**src/rtl/rmfh_pkg.sv**
```systemverilog
// Package for the recursive mutex core: types, status codes and default sizes.
package rmfh_pkg;

	localparam int DEF_QUEUE_DEPTH  = 16;
	localparam int DEF_TASK_ID_BITS = 8;
	localparam int DEF_COUNT_BITS   = 16;

	localparam int IN_DATA_W  = 8;
	localparam int STATUS_W   = 4;
	localparam int WOKEN_W    = 8;
	localparam int OWNER_W    = 8;
	localparam int COUNT_W    = 16;
	localparam int OUT_DATA_W = 40;

	typedef enum logic {
		REQ_LOCK   = 1'b0,
		REQ_UNLOCK = 1'b1
	} req_t;

	typedef enum logic [STATUS_W-1:0] {
		ST_ACQUIRED   = 4'd0,
		ST_REACQUIRED = 4'd1,
		ST_QUEUED     = 4'd2,
		ST_QFULL      = 4'd3,
		ST_OVERFLOW   = 4'd4,
		ST_NOT_OWNER  = 4'd5,
		ST_PARTIAL    = 4'd6,
		ST_FREED      = 4'd7,
		ST_HANDOVER   = 4'd8
	} status_t;

	typedef enum logic {
		FSM_IDLE = 1'b0,
		FSM_EXEC = 1'b1
	} fsm_t;

	typedef struct packed {
		status_t              status;
		logic [WOKEN_W-1:0]   woken_task;
		logic [OWNER_W-1:0]   owner_now;
		logic [COUNT_W-1:0]   count_now;
	} result_t;

endpackage

```
**src/rtl/rmfh_queue_ram.sv**
```systemverilog
// Wait queue storage: one write port, one registered read port.
module rmfh_queue_ram #(
	parameter int DEPTH = 16,
	parameter int WIDTH = 8
) (
	input  logic                     clk,
	input  logic                     we,
	input  logic [$clog2(DEPTH)-1:0] waddr,
	input  logic [WIDTH-1:0]         wdata,
	input  logic [$clog2(DEPTH)-1:0] raddr,
	output logic [WIDTH-1:0]         rdata
);

	logic [WIDTH-1:0] mem [DEPTH];
	logic [WIDTH-1:0] rdata_q;

	always_ff @(posedge clk) begin
		if (we) begin
			mem[waddr] <= wdata;
		end
	end

	always_ff @(posedge clk) begin
		rdata_q <= mem[raddr];
	end

	assign rdata = rdata_q;

endmodule

```
**src/rtl/rmfh_ctrl.sv**
```systemverilog
// Mutex control: owner, count and queue pointers with the request sequencer.
module rmfh_ctrl #(
	parameter int QUEUE_DEPTH  = rmfh_pkg::DEF_QUEUE_DEPTH,
	parameter int TASK_ID_BITS = rmfh_pkg::DEF_TASK_ID_BITS,
	parameter int COUNT_BITS   = rmfh_pkg::DEF_COUNT_BITS
) (
	input  logic                           clk,
	input  logic                           arst_n,
	input  logic                           req_valid,
	output logic                           req_ready,
	input  rmfh_pkg::req_t                 req_type,
	input  logic [TASK_ID_BITS-1:0]        req_tid,
	input  logic                           out_free,
	output logic                           res_valid,
	output rmfh_pkg::result_t              res,
	output logic                           ram_we,
	output logic [$clog2(QUEUE_DEPTH)-1:0] ram_waddr,
	output logic [TASK_ID_BITS-1:0]        ram_wdata,
	output logic [$clog2(QUEUE_DEPTH)-1:0] ram_raddr,
	input  logic [TASK_ID_BITS-1:0]        ram_rdata
);

	import rmfh_pkg::*;

	localparam int QAW = $clog2(QUEUE_DEPTH);
	localparam int FW  = $clog2(QUEUE_DEPTH + 1);

	fsm_t                  state_q, state_d;
	req_t                  type_s1;
	logic [TASK_ID_BITS-1:0] tid_s1;
	logic [COUNT_BITS-1:0]   count_q, count_d;
	logic [TASK_ID_BITS-1:0] owner_q, owner_d;
	logic [QAW-1:0]          head_q, head_d;
	logic [QAW-1:0]          tail_q, tail_d;
	logic [FW-1:0]           fill_q, fill_d;
	logic                    owns;
	logic [TASK_ID_BITS-1:0] woken;
	status_t                 status;

	function automatic logic [QAW-1:0] next_slot(input logic [QAW-1:0] p);
		next_slot = (p == QAW'(QUEUE_DEPTH - 1)) ? '0 : p + 1'b1;
	endfunction

	always_ff @(posedge clk or negedge arst_n) begin
		if (!arst_n) begin
			state_q <= FSM_IDLE;
			count_q <= '0;
			owner_q <= '0;
			head_q  <= '0;
			tail_q  <= '0;
			fill_q  <= '0;
		end else begin
			state_q <= state_d;
			count_q <= count_d;
			owner_q <= owner_d;
			head_q  <= head_d;
			tail_q  <= tail_d;
			fill_q  <= fill_d;
		end
	end

	always_ff @(posedge clk) begin
		if (req_valid && req_ready) begin
			type_s1 <= req_type;
			tid_s1  <= req_tid;
		end
	end

	assign owns = (count_q != '0) && (owner_q == tid_s1);

	always_comb begin
		state_d   = state_q;
		count_d   = count_q;
		owner_d   = owner_q;
		head_d    = head_q;
		tail_d    = tail_q;
		fill_d    = fill_q;
		woken     = '0;
		status    = ST_NOT_OWNER;
		req_ready = 1'b0;
		res_valid = 1'b0;
		ram_we    = 1'b0;
		unique case (state_q)
			FSM_IDLE: begin
				req_ready = out_free;
				if (req_valid && out_free) begin
					state_d = FSM_EXEC;
				end
			end
			FSM_EXEC: begin
				res_valid = 1'b1;
				state_d   = FSM_IDLE;
				if (type_s1 == REQ_LOCK) begin
					if (count_q == '0) begin
						count_d = COUNT_BITS'(1);
						owner_d = tid_s1;
						status  = ST_ACQUIRED;
					end else if (owns) begin
						if (count_q == '1) begin
							status = ST_OVERFLOW;
						end else begin
							count_d = count_q + 1'b1;
							status  = ST_REACQUIRED;
						end
					end else if (fill_q == FW'(QUEUE_DEPTH)) begin
						status = ST_QFULL;
					end else begin
						ram_we = 1'b1;
						tail_d = next_slot(tail_q);
						fill_d = fill_q + 1'b1;
						status = ST_QUEUED;
					end
				end else if (!owns) begin
					status = ST_NOT_OWNER;
				end else if (count_q != COUNT_BITS'(1)) begin
					count_d = count_q - 1'b1;
					status  = ST_PARTIAL;
				end else if (fill_q != '0) begin
					woken   = ram_rdata;
					head_d  = next_slot(head_q);
					fill_d  = fill_q - 1'b1;
					owner_d = ram_rdata;
					status  = ST_HANDOVER;
				end else begin
					count_d = '0;
					owner_d = '0;
					status  = ST_FREED;
				end
			end
			default: begin
				state_d = FSM_IDLE;
			end
		endcase
	end

	assign ram_waddr = tail_q;
	assign ram_wdata = tid_s1;
	assign ram_raddr = head_q;

	always_comb begin
		res.status     = status;
		res.woken_task = WOKEN_W'(woken);
		res.owner_now  = (count_d != '0) ? OWNER_W'(owner_d) : '0;
		res.count_now  = COUNT_W'(count_d);
	end

endmodule

```
**src/rtl/recursive_mutex_fifo_handoff_core.sv**
```systemverilog
// Top level of the recursive mutex with FIFO wait queue and direct handover.
//
// channel  dir  tdata                                   tuser
// s_*      in   [7:0] task_id                           [0] req_type
// m_*      out  [3:0] status [11:4] woken_task          none
//               [19:12] owner_now [35:20] count_now
//
// Each item is handled in order: the accept cycle reads the wait queue memory at
// the head pointer, then the EXEC state resolves the request and loads the output
// register. A new item is accepted back in IDLE, once the output register is free.
// Reset clears owner, count, queue pointers and fill; queue memory is not cleared.
// While a result waits in the output register with m_tready low, s_tready stays low.
module recursive_mutex_fifo_handoff_core #(
	parameter int QUEUE_DEPTH  = rmfh_pkg::DEF_QUEUE_DEPTH,
	parameter int TASK_ID_BITS = rmfh_pkg::DEF_TASK_ID_BITS,
	parameter int COUNT_BITS   = rmfh_pkg::DEF_COUNT_BITS
) (
	input  logic                            clk,
	input  logic                            arst_n,
	input  logic                            s_tvalid,
	output logic                            s_tready,
	input  logic [rmfh_pkg::IN_DATA_W-1:0]  s_tdata,  // task_id
	input  logic                            s_tuser,  // req_type
	output logic                            m_tvalid,
	input  logic                            m_tready,
	output logic [rmfh_pkg::OUT_DATA_W-1:0] m_tdata   // status, woken_task, owner_now, count_now
);

	import rmfh_pkg::*;

	localparam int QAW = $clog2(QUEUE_DEPTH);

	logic                    out_valid_q;
	result_t                 out_q;
	logic                    out_free;
	logic                    res_valid;
	result_t                 res;
	logic                    ram_we;
	logic [QAW-1:0]          ram_waddr;
	logic [TASK_ID_BITS-1:0] ram_wdata;
	logic [QAW-1:0]          ram_raddr;
	logic [TASK_ID_BITS-1:0] ram_rdata;
	req_t                    req_type;
	logic [TASK_ID_BITS-1:0] req_tid;

	assign out_free = !out_valid_q || m_tready;
	assign req_type = req_t'(s_tuser);
	assign req_tid  = TASK_ID_BITS'(s_tdata);

	rmfh_queue_ram #(
		.DEPTH (QUEUE_DEPTH),
		.WIDTH (TASK_ID_BITS)
	) u_ram (
		.clk   (clk),
		.we    (ram_we),
		.waddr (ram_waddr),
		.wdata (ram_wdata),
		.raddr (ram_raddr),
		.rdata (ram_rdata)
	);

	rmfh_ctrl #(
		.QUEUE_DEPTH  (QUEUE_DEPTH),
		.TASK_ID_BITS (TASK_ID_BITS),
		.COUNT_BITS   (COUNT_BITS)
	) u_ctrl (
		.clk       (clk),
		.arst_n    (arst_n),
		.req_valid (s_tvalid),
		.req_ready (s_tready),
		.req_type  (req_type),
		.req_tid   (req_tid),
		.out_free  (out_free),
		.res_valid (res_valid),
		.res       (res),
		.ram_we    (ram_we),
		.ram_waddr (ram_waddr),
		.ram_wdata (ram_wdata),
		.ram_raddr (ram_raddr),
		.ram_rdata (ram_rdata)
	);

	always_ff @(posedge clk or negedge arst_n) begin
		if (!arst_n) begin
			out_valid_q <= 1'b0;
		end else if (res_valid) begin
			out_valid_q <= 1'b1;
		end else if (m_tready) begin
			out_valid_q <= 1'b0;
		end
	end

	always_ff @(posedge clk) begin
		if (res_valid) begin
			out_q <= res;
		end
	end

	assign m_tvalid = out_valid_q;
	assign m_tdata  = {{(OUT_DATA_W - $bits(result_t)){1'b0}},
		out_q.count_now, out_q.owner_now, out_q.woken_task, out_q.status};

endmodule

```
**config.mk**
```make
export PLATFORM = sky130hd
export DESIGN_NAME = recursive_mutex_fifo_handoff_core
export DESIGN_NICKNAME = d
export VERILOG_FILES = /design/src/rtl/rmfh_pkg.sv /design/src/rtl/rmfh_queue_ram.sv /design/src/rtl/rmfh_ctrl.sv /design/src/rtl/recursive_mutex_fifo_handoff_core.sv
export SDC_FILE = /design/constraint.sdc
export NUM_CORES = 1
export LEC_CHECK = 0
export ABC_CLOCK_PERIOD_IN_PS = 4400
export BUFFER_PORTS_ARGS = -buffer_cell sky130_fd_sc_hd__buf_2
export CAP_MARGIN = 5
export CORE_MARGIN = 1.5
export CORE_UTILIZATION = 61
export CTS_CLUSTER_SIZE = 40
export DETAILED_ROUTE_END_ITERATION = 10
export GPL_TIMING_DRIVEN = 1
export PLACE_DENSITY = 0.89
export SLEW_MARGIN = 20
export SYNTH_ARGS = -nofsm -noshare
export SYNTH_HDL_FRONTEND = slang
export SYNTH_SLANG_ARGS = --single-unit
```
**constraint.sdc**
```tcl
create_clock -name clk -period 4.4 [get_ports clk]
set_input_delay 0.22 -clock clk [delete_from_list [all_inputs] [get_ports clk]]
set_output_delay 0.22 -clock clk [all_outputs]
set_load 0.1 [all_outputs]
```
======== Word level (Yosys, flattened, before mapping) ========
Memories as Yosys holds them, arrays and structs flattened. A register that Yosys moved wholly into a read port is not among the register bits.
Cells that the tools add are included.
word-level totals
  memory bits (writable) .................. 128
  memories kept ........................... 1
  register bits after elaboration ......... 84
  latch bits .............................. 0
  word-level logic and storage cells ...... 96
  output and inout port bits .............. 42
  input bits .............................. 13
  memory bits (read-only) ................. 0
operators by class
  shifts and indexed selects .............. 0
  equal/unequal tests ..................... 12
  bitwise logic cells ..................... 6
  div/mod/pow operators ................... 0
  $mul .................................... 0
  $lt $le $gt $ge ......................... 0
  reduce and logical (&&, ||, !) cells .... 14
  multiplexer cells ....................... 44
  $add $sub $neg .......................... 6
memories
  name       words  bits a word  read ports  clocked after memory_dff  write ports  RTL line              text
  u_ram.mem  16     8            1           1                         1            rmfh_queue_ram.sv:14  logic [WIDTH-1:0] mem [DEPTH];
operators by type and width
  kind                   number
  $mux 16                8
  $mux 8                 6
  $mux 5                 7
  $mux 4                 8
  $reduce_bool 16->1     2
  $add 16x1->16 const B  1
  $eq 16x16->1 const B   1
  $logic_not 16->1       1
  $ne 16x1->1 const B    1
  $sub 16x1->16 const B  1
  $mux 1                 13
  $reduce_and 5->1       2
  $add 4x1->4 const B    2
  $eq 4x4->1 const B     2
  $eq 8x8->1             1
  $reduce_and 7->1       1
  $ne 2x1->1 const B     3
  $ne 2x2->1 const B     3
  $not 1->1              6
  $add 5x1->5 const B    1
  $eq 5x5->1 const B     1
  $reduce_bool 5->1      1
  $sub 5x1->5 const B    1
  $reduce_or 4->1        1
  6 further kinds        8

======== Longest topological paths before layout ========
Gate-level depths: netlist of the first run.
  depth in word-level cells ............... 8
  depth in mapped cells ................... 14
  mapped depth without buffers ............ 12

======== Cells and area by module ========
From an unflattened synthesis of the first run, not the netlist that was laid out.
second synthesis, totals
  cells, all modules ...................... 700
  area, all modules ....................... 9869.5 µm²
by module, submodules not included
  module                             sequential area each (µm²)  cells an instance  area each (µm²)  instances
  rmfh_queue_ram                     4003.8                      229                5147.4           1
  rmfh_ctrl                          1221.2                      427                3559.7           1
  recursive_mutex_fifo_handoff_core  1106.1                      44                 1162.4           1

======== Least setup slack after synthesis of the first run ========
No wires, ideal clock.
  path type ............................... reg2reg
  start ................................... register u_ctrl.state_q
  end ..................................... register out_q, in the netlist m_tdata[14], data pin
  arrival ................................. 3.616 ns
  required time ........................... 4.126 ns
  cell stages (with the launch flop) ...... 9
  library setup time ...................... 0.274 ns
  path buffers ............................ 0
  period minus slack after synthesis ...... 3.891 ns
  slack ................................... 0.509 ns
  cell sequence ........................... dfrtp_1 -> clkinv_1 -> nor4_1 -> nand3b_1 -> a32o_1 -> a2111oi_2 -> or4b_1 -> nor4_4 -> a21oi_1
RTL lines
  element                   RTL line                                 text
  start: declaration        rmfh_ctrl.sv:28                          fsm_t state_q, state_d;
  start signal: assignment  rmfh_ctrl.sv:53                          state_q <= state_d;
  end signal: assignment    recursive_mutex_fifo_handoff_core.sv:95  out_q <= res;
  end: declaration          recursive_mutex_fifo_handoff_core.sv:34  result_t out_q;

==> results of run 1 <==
[worst register-to-register path: cells and delay by family, from the launching register on]
| kind | cells | cell delay, ns |
|---|---|---|
| and+or+nand+nor | 5 | 1.81 |
| DFF | 1 | 0.45 |
| AOI/OAI and AO/OA | 4 | 1.09 |
| adders and majority gates | 1 | 0.28 |
| buffers and inverters | 1 | 0.17 |
[cell usage in the layout, fill, tap and decap left out, drive strengths merged, types with 8 or more instances in the layout]
master / instances
and2: 16
clkbuf: 33
and3: 10
a221oi: 14
a21oi: 25
dfrtp: 39
nand2: 56
or4: 11
nor4: 19
dlygate4sd3: 11
edfxtp: 173
nor3: 23
a22oi: 14
nor2: 43
mux4: 16
mux2i: 28
nand3: 16
inv: 21
ha: 13
dfxtp: 8
o21ai: 26
mux2: 14
buf: 90
xnor2: 15
nand4: 12
[area by class of cell]
| type | instances | share of cell area |
|---|---|---|
| Antenna cell | 1 | 0.0002209 |
| Clock buffer | 33 | 0.05501 |
| Clock inverter | 9 | 0.007180 |
| Inverter | 20 | 0.006628 |
| Multi-Input combinational cell | 447 | 0.2894 |
| Sequential cell | 220 | 0.5594 |
| Tap cell | 216 | 0.02386 |
| Timing Repair Buffer | 101 | 0.05832 |
[routing by layer]
metal	global-route usage	up-vias
met5	0	-
met4	0.09935	0
met3	0.08487	79
met2	0.5084	541
met1	0.4842	3485
li1	-	2993
[path summary, 6_finish.rpt]
check,to,startpoint
max,m_tdata[14]$_SDFFCE_PN0P_,u_ctrl.count_q[1]$_DFF_PN0_
max reg2reg,m_tdata[14]$_SDFFCE_PN0P_,u_ctrl.count_q[1]$_DFF_PN0_
min,m_tvalid$_DFFE_PN0P_,m_tready
min in group asynchronous,u_ctrl.count_q[12]$_DFF_PN0_,arst_n
min reg2reg,u_ctrl.owner_q[0]$_DFF_PN0_,u_ram.rdata[0]$_DFF_P_
max in group asynchronous,u_ctrl.ram_raddr[0]$_DFFE_PN0P_,arst_n
[power groups by stage]
stage	sequential, W	clock, W	combinational, W
2_1_floorplan	0.00272	0	0.000414
5_1_grt	0.00255	0.00192	0.000902
3_5_place_dp	0.00257	0	0.000815
6_report	0.00254	0.00183	0.000856
3_3_place_gp	0.00255	0	0.000788
4_1_cts	0.00253	0.00185	0.000835
[cell families after synthesis]
logic type	Yosys count	synth area share
AND/OR/NAND/NOR	231	0.1278
flip-flops	220	0.6432
AO/OA/AOI/OAI	125	0.08974
buffers and inverters	62	0.02593
multiplexers	58	0.08110
XOR/XNOR	15	0.01335
adder cells (fa/ha/maj)	14	0.01856
other	1	0.0003810
[timing repair]
action / 4_1_cts / 5_1_grt
hold buffers: 11 / 0
setup buffers: 0 / 0
gates resized for setup: 0 / 1
endpoints found under the hold margin: 49 / 0
setup endpoints to repair: 0 / 8
[stage by stage]
stage,instances,power (W),utilization
after floorplan,729,0.003132,-
after global placement,993,0.003341,0.6632
after detailed placement,993,0.003382,0.6632
after CTS,1046,0.005216,0.7147
after global routing,1046,0.005374,0.7155
final,1047,0.005227,0.7157
[state kept, by name, summed over array words and instances, names as in the netlist]
| signal | flops |
|---|---|
| u_ctrl.count_q | 16 |
| u_ctrl.fill_q | 5 |
| u_ctrl.ram_wdata | 8 |
| m_tdata | 36 |
| m_tvalid | 1 |
| u_ctrl.type_s1 | 1 |
| u_ram.mem | 128 |
| u_ctrl.state_q | 1 |
| u_ctrl.ram_raddr | 4 |
| u_ctrl.ram_waddr | 4 |
| u_ctrl.owner_q | 8 |
| u_ram.rdata | 8 |
==> flow_metrics.env, run 1 <==
export IMPL_status="finished, final reports clean"
export IMPL_p_int_w=0.003694
export IMPL_setup_tns_ns=0
export IMPL_fillCellCount=1002
export IMPL_synth_cell_types=70
export IMPL_rows=46
export IMPL_syn_to_final_growth_pct=15.08
export IMPL_placed_area_um2=10500
export IMPL_route_met3_wl_mm=3.290
export IMPL_met2_length_mm=12.41
export IMPL_yosys_warnings=0
export IMPL_slowest_delay_ns=0.55
export IMPL_clock_latency_ns=0.51
export IMPL_synthCells=726
export IMPL_setup_violations=0
export IMPL_rr_worst_depth=11
export IMPL_period_needed_ns=4.082
export IMPL_fmax_ghz=0.2450
export IMPL_cp_start_kind="register"
export IMPL_stdcell_area_um2=11330
export IMPL_wl_mm=27.43
export IMPL_synthTopCellsByCount="173 x edfxtp_1, 56 x nand2_1, 42 x nor2_1"
export IMPL_ys_flop_type="edfxtp_1"
export IMPL_max_slew_margin=0.3154
export IMPL_coreArea_um2=15830
export IMPL_gp_congestion=0.9280
export IMPL_cp_num_buf_inv=1
export IMPL_netSwitchingFraction=0.2933
export IMPL_clk_pin_slew_ns=0.06
export IMPL_yosys_area_top_type="edfxtp_1"
export IMPL_numCtsBuffers=23
export IMPL_fp_dieArea_um2=16910
export IMPL_finalMaxSlewViolations=0
export IMPL_ff2ff_setup_slack_ns=0.32
export IMPL_syn_area_um2=9843
export IMPL_crit_cells=11
export IMPL_cts_tree="done"
export IMPL_postSynthAreaPerCell_um2=13.56
export IMPL_endpoint_kind="register"
export IMPL_drive_gt1_frac=0.2060
export IMPL_layout_nets=840
export IMPL_ant_nets=0
export IMPL_p_sw_w=0.001533
export IMPL_cp_max_fo=8
export IMPL_die_width_um=130.0
export IMPL_hp_class="in2reg"
export IMPL_synth_area_top_cells="edfxtp_1 53%, dfrtp_1 9.9%, mux4_2 3.7%"
export IMPL_synth_top_cell_area_share=0.5278
export IMPL_hpwl_mm=18.12
export IMPL_power_density_nw_per_um2=461.5
export IMPL_tightestPinTransition_ns=1.027
export IMPL_drt_iter0_drc=862
export IMPL_num_vias=7098
export IMPL_pre_cts_ws_ns=0.1943
export IMPL_io_pins=55
export IMPL_cts_max_path_buffers=3
export IMPL_antenna_found_initial=1
export IMPL_hold_path_depth=4
export IMPL_fin_crit_sh=0.9277
export IMPL_worst_hold_slack_ns=0.03750
export IMPL_yosys_cell_count_top_type="edfxtp_1"
export IMPL_worstPathArrival_ns=4.31
export IMPL_drc=0
export IMPL_power_frac_seq=0.486
export IMPL_first_pass_iters=5
export IMPL_synth_seq_area_share=0.6432
export IMPL_wl_met1_mm=10.88
export IMPL_grtUsageTotal=0.3348
export IMPL_via_per_inst=6.779
export IMPL_required_ns=4.63
export IMPL_port_buffers=50
export IMPL_leakagePower_nw=4.000
export IMPL_grt_max_degree=45
export IMPL_start_util=0.6219
export IMPL_ir_drop_uv=358.0
export IMPL_max_cap_violations=0
export IMPL_htree_num_levels=1
export IMPL_clockPowerShare=0.350
export IMPL_ys_ff_latch=220
export IMPL_cp_top_family="simple AND/OR/NAND/NOR gates"
export IMPL_gr_total_overflow=0
export IMPL_finalHoldViolCount=0
export IMPL_grt_pass1_vias=6813
export IMPL_crit_chain="inv_1, ha_1, or3b_2, o41ai_2, nor3_1, a32oi_1, nand4_1, a2111oi_2, or4b_1, nor4_4, a21oi_1"
export IMPL_path_class="reg2reg"
export IMPL_comb_power_share=0.164
export IMPL_root_buffer="clkbuf_16"
export IMPL_regArea_um2=6336
export IMPL_crit_slowest_cell="or3b_2"
export IMPL_fin_ws_ns=0.3180
export IMPL_worst_clock_skew_ns=0.01497
export IMPL_wire_per_inst_um=26.20
export IMPL_die_y_um=130.0
export IMPL_multi_input_area_um2=3278
export IMPL_synth_edf_count=173
export IMPL_ys_async_sr_fraction=0.1773
export IMPL_cts_sinks=220
export IMPL_grt_pass1_wl_mm=41.06
export IMPL_rsz0062_at_grt="no"
export IMPL_top_layer="met4"
Power figures use the tool's default switching activity.
==> run 2, diff against run 1 <==
- CORE_UTILIZATION: 61 -> 50
- PLACE_DENSITY: 0.89 -> 0.76
- SETUP_SLACK_MARGIN: not set -> 0.2
==> flow_metrics.env, run 2 (synthesis results as in run 1) <==
export IMPL_hold_start="m_tready"
export IMPL_leakagePower_nw=4.079
export IMPL_fmax_ghz=0.2495
export IMPL_worst_hold_slack_ns=0.09035
export IMPL_ant_nets=0
export IMPL_largest_reg_flops=128
export IMPL_slowest_delay_ns=0.56
export IMPL_layout_nets=848
export IMPL_finalMaxSlewViolations=0
export IMPL_rr_worst_depth=13
export IMPL_cp_start_kind="register"
export IMPL_crit_slowest_cell="or3b_2"
export IMPL_grt_pass1_wl_mm=36.52
export IMPL_ir_drop_uv=321.0
export IMPL_port_buffers=50
export IMPL_max_slew_margin=0.3650
export IMPL_gr_total_overflow=0
export IMPL_placed_area_um2=10580
export IMPL_fin_crit_sh=0.9109
export IMPL_gp_congestion=0.9863
export IMPL_worstPathArrival_ns=4.26
export IMPL_required_ns=4.66
export IMPL_setup_tns_ns=0
export IMPL_endpoint_kind="register"
export IMPL_path_class="reg2reg"
export IMPL_finalHoldViolCount=0
export IMPL_clockPowerShare=0.378
export IMPL_hp_class="in2reg"
export IMPL_p_int_w=0.003847
export IMPL_rr_startpoint="u_ctrl.count_q[1]$_DFF_PN0_"
export IMPL_htree_num_levels=1
export IMPL_tightestPinTransition_ns=0.9525
export IMPL_dp_cells=1045
export IMPL_cts_sinks=220
export IMPL_rsz0062_at_grt="no"
export IMPL_timing_rr_end="m_tdata[12]$_SDFFCE_PN0P_"
export IMPL_hpwl_mm=16.02
export IMPL_die_width_um=143.3
export IMPL_antenna_found_initial=0
export IMPL_drc=0
export IMPL_root_buffer="clkbuf_16"
export IMPL_holdPathEnd="m_tvalid$_DFFE_PN0P_"
export IMPL_drive_gt1_frac=0.2160
export IMPL_ff2ff_setup_slack_ns=0.39
export IMPL_final_cells=1104
export IMPL_power_frac_seq=0.470
export IMPL_p_total_w=0.005358
export IMPL_via_per_inst=6.155
export IMPL_wire_per_inst_um=21.52
export IMPL_mostFrequentLayoutCell="edfxtp_1"
export IMPL_crit_chain="inv_1, ha_1, or3b_2, nor4_4, buf_4, nor2_1, a31oi_1, a41oi_1, a311o_1, or4b_1, nor4_4, buf_4, nor2_1"
export IMPL_power_density_nw_per_um2=463.6
export IMPL_cts_tree="done"
export IMPL_grt_pass1_vias=6429
export IMPL_hold_path_depth=4
export IMPL_period_needed_ns=4.008
export IMPL_num_vias=6795
export IMPL_status="finished, final reports clean"
export IMPL_syn_to_final_growth_pct=17.41
export IMPL_worst_clock_skew_ns=0.01858
export IMPL_die_y_um=143.3
export IMPL_setup_violations=0
export IMPL_grt_max_degree=55
export IMPL_fp_dieArea_um2=20540
export IMPL_netSwitchingFraction=0.2821
export IMPL_wl_mm=23.76
export IMPL_grtUsageTotal=0.2358
export IMPL_first_pass_iters=7
export IMPL_regMostFlops="u_ram.mem"
export IMPL_io_pins=55
export IMPL_clk_pin_slew_ns=0.06
export IMPL_drt_iter0_drc=805
export IMPL_rows=51
export IMPL_clock_latency_ns=0.54
export IMPL_coreArea_um2=19400
export IMPL_cts_max_path_buffers=3
export IMPL_layout_common_cells="173 x edfxtp_1, 56 x nand2_1, 50 x buf_2"
export IMPL_stdcell_area_um2=11560
export IMPL_start_util=0.5074
export IMPL_max_cap_violations=0
export IMPL_cp_max_fo=10
export IMPL_comb_power_share=0.152
export IMPL_p_sw_w=0.001511
export IMPL_numCtsBuffers=24
[run 2: cell count changes in the layout (fill, tap and decap cells not counted), moves of 2 or more]
| cell | change |
|---|---|
| clkinv_2 | -2 |
| inv_6 | -2 |
| buf_4 | +7 |
| clkbuf_1 | -6 |
| clkinv_1 | +3 |
| bufinv_16 | +2 |
| clkinvlp_4 | +3 |
[run 2: worst max path at each step]
stage	start	end	slack, ns	depth (start not counted)
2_1_floorplan	u_ctrl.state_q$_DFF_PN0_	m_tdata[14]$_SDFFCE_PN0P_	0.51	8
4_1_cts	u_ctrl.count_q[1]$_DFF_PN0_	m_tdata[12]$_SDFFCE_PN0P_	0.21	12
6_report	u_ctrl.count_q[1]$_DFF_PN0_	m_tdata[12]$_SDFFCE_PN0P_	0.39	13
3_3_place_gp	u_ctrl.count_q[1]$_DFF_PN0_	m_tdata[12]$_SDFFCE_PN0P_	0.40	12
5_1_grt	u_ctrl.count_q[1]$_DFF_PN0_	m_tdata[12]$_SDFFCE_PN0P_	0.20	12
3_5_place_dp	u_ctrl.count_q[1]$_DFF_PN0_	m_tdata[12]$_SDFFCE_PN0P_	0.22	12
[run 2: metrics by stage]
| stage | worst slack (ns) | util |
|---|---|---|
| floorplan | 0.5093 | - |
| global placement | 0.4007 | 0.5455 |
| detailed placement | 0.2227 | 0.5455 |
| CTS | 0.2086 | 0.5930 |
| global route | 0.2021 | 0.5957 |
| finish | 0.3919 | 0.5958 |
[run 2: power by group through the flow]
stage | Sequential (W) | Combinational, W | Clock, W
4_1_cts | 0.00252 | 0.000799 | 0.00205
3_3_place_gp | 0.00256 | 0.000780 | 0
3_5_place_dp | 0.00256 | 0.000790 | 0
6_report | 0.00252 | 0.000813 | 0.00203
5_1_grt | 0.00254 | 0.000872 | 0.00214
2_1_floorplan | 0.00272 | 0.000414 | 0
[run 2: critical path, delay by kind of cell, from the launching register on]
family / cells / cell delay (ns)
adders and majority gates: 1 / 0.29
and+or+nand+nor: 6 / 1.72
buffers and inverters: 3 / 0.60
AOI/OAI and AO/OA: 3 / 0.67
DFF: 1 / 0.44
[run 2: repair_timing]
| item | CTS | global route |
|---|---|---|
| hold buffers | 11 | 0 |
| buffers inserted | 0 | 4 |
| hold endpoints to repair | 49 | 0 |
| endpoints found under the setup margin | 0 | 8 |
| gates resized for setup | 0 | 3 |
[run 2: final cells by class]
type	instances	area [µm²]
tap	265	331.6
clock buffer	28	625.6
inverter	20	77.57
multi-input combinational	447	3287
fill	1515	7841
antenna	1	2.502
timing repair buffer	108	713.2
clock inverter	15	186.4
sequential	220	6334
[run 2: routing by layer]
layer,vias to the layer above,global-route usage,wire length (µm)
li1,3019,-,-
met1,3292,0.3479,10510
met2,412,0.3425,10300
met3,72,0.05365,2225
met4,0,0.08861,731
met5,-,0,0
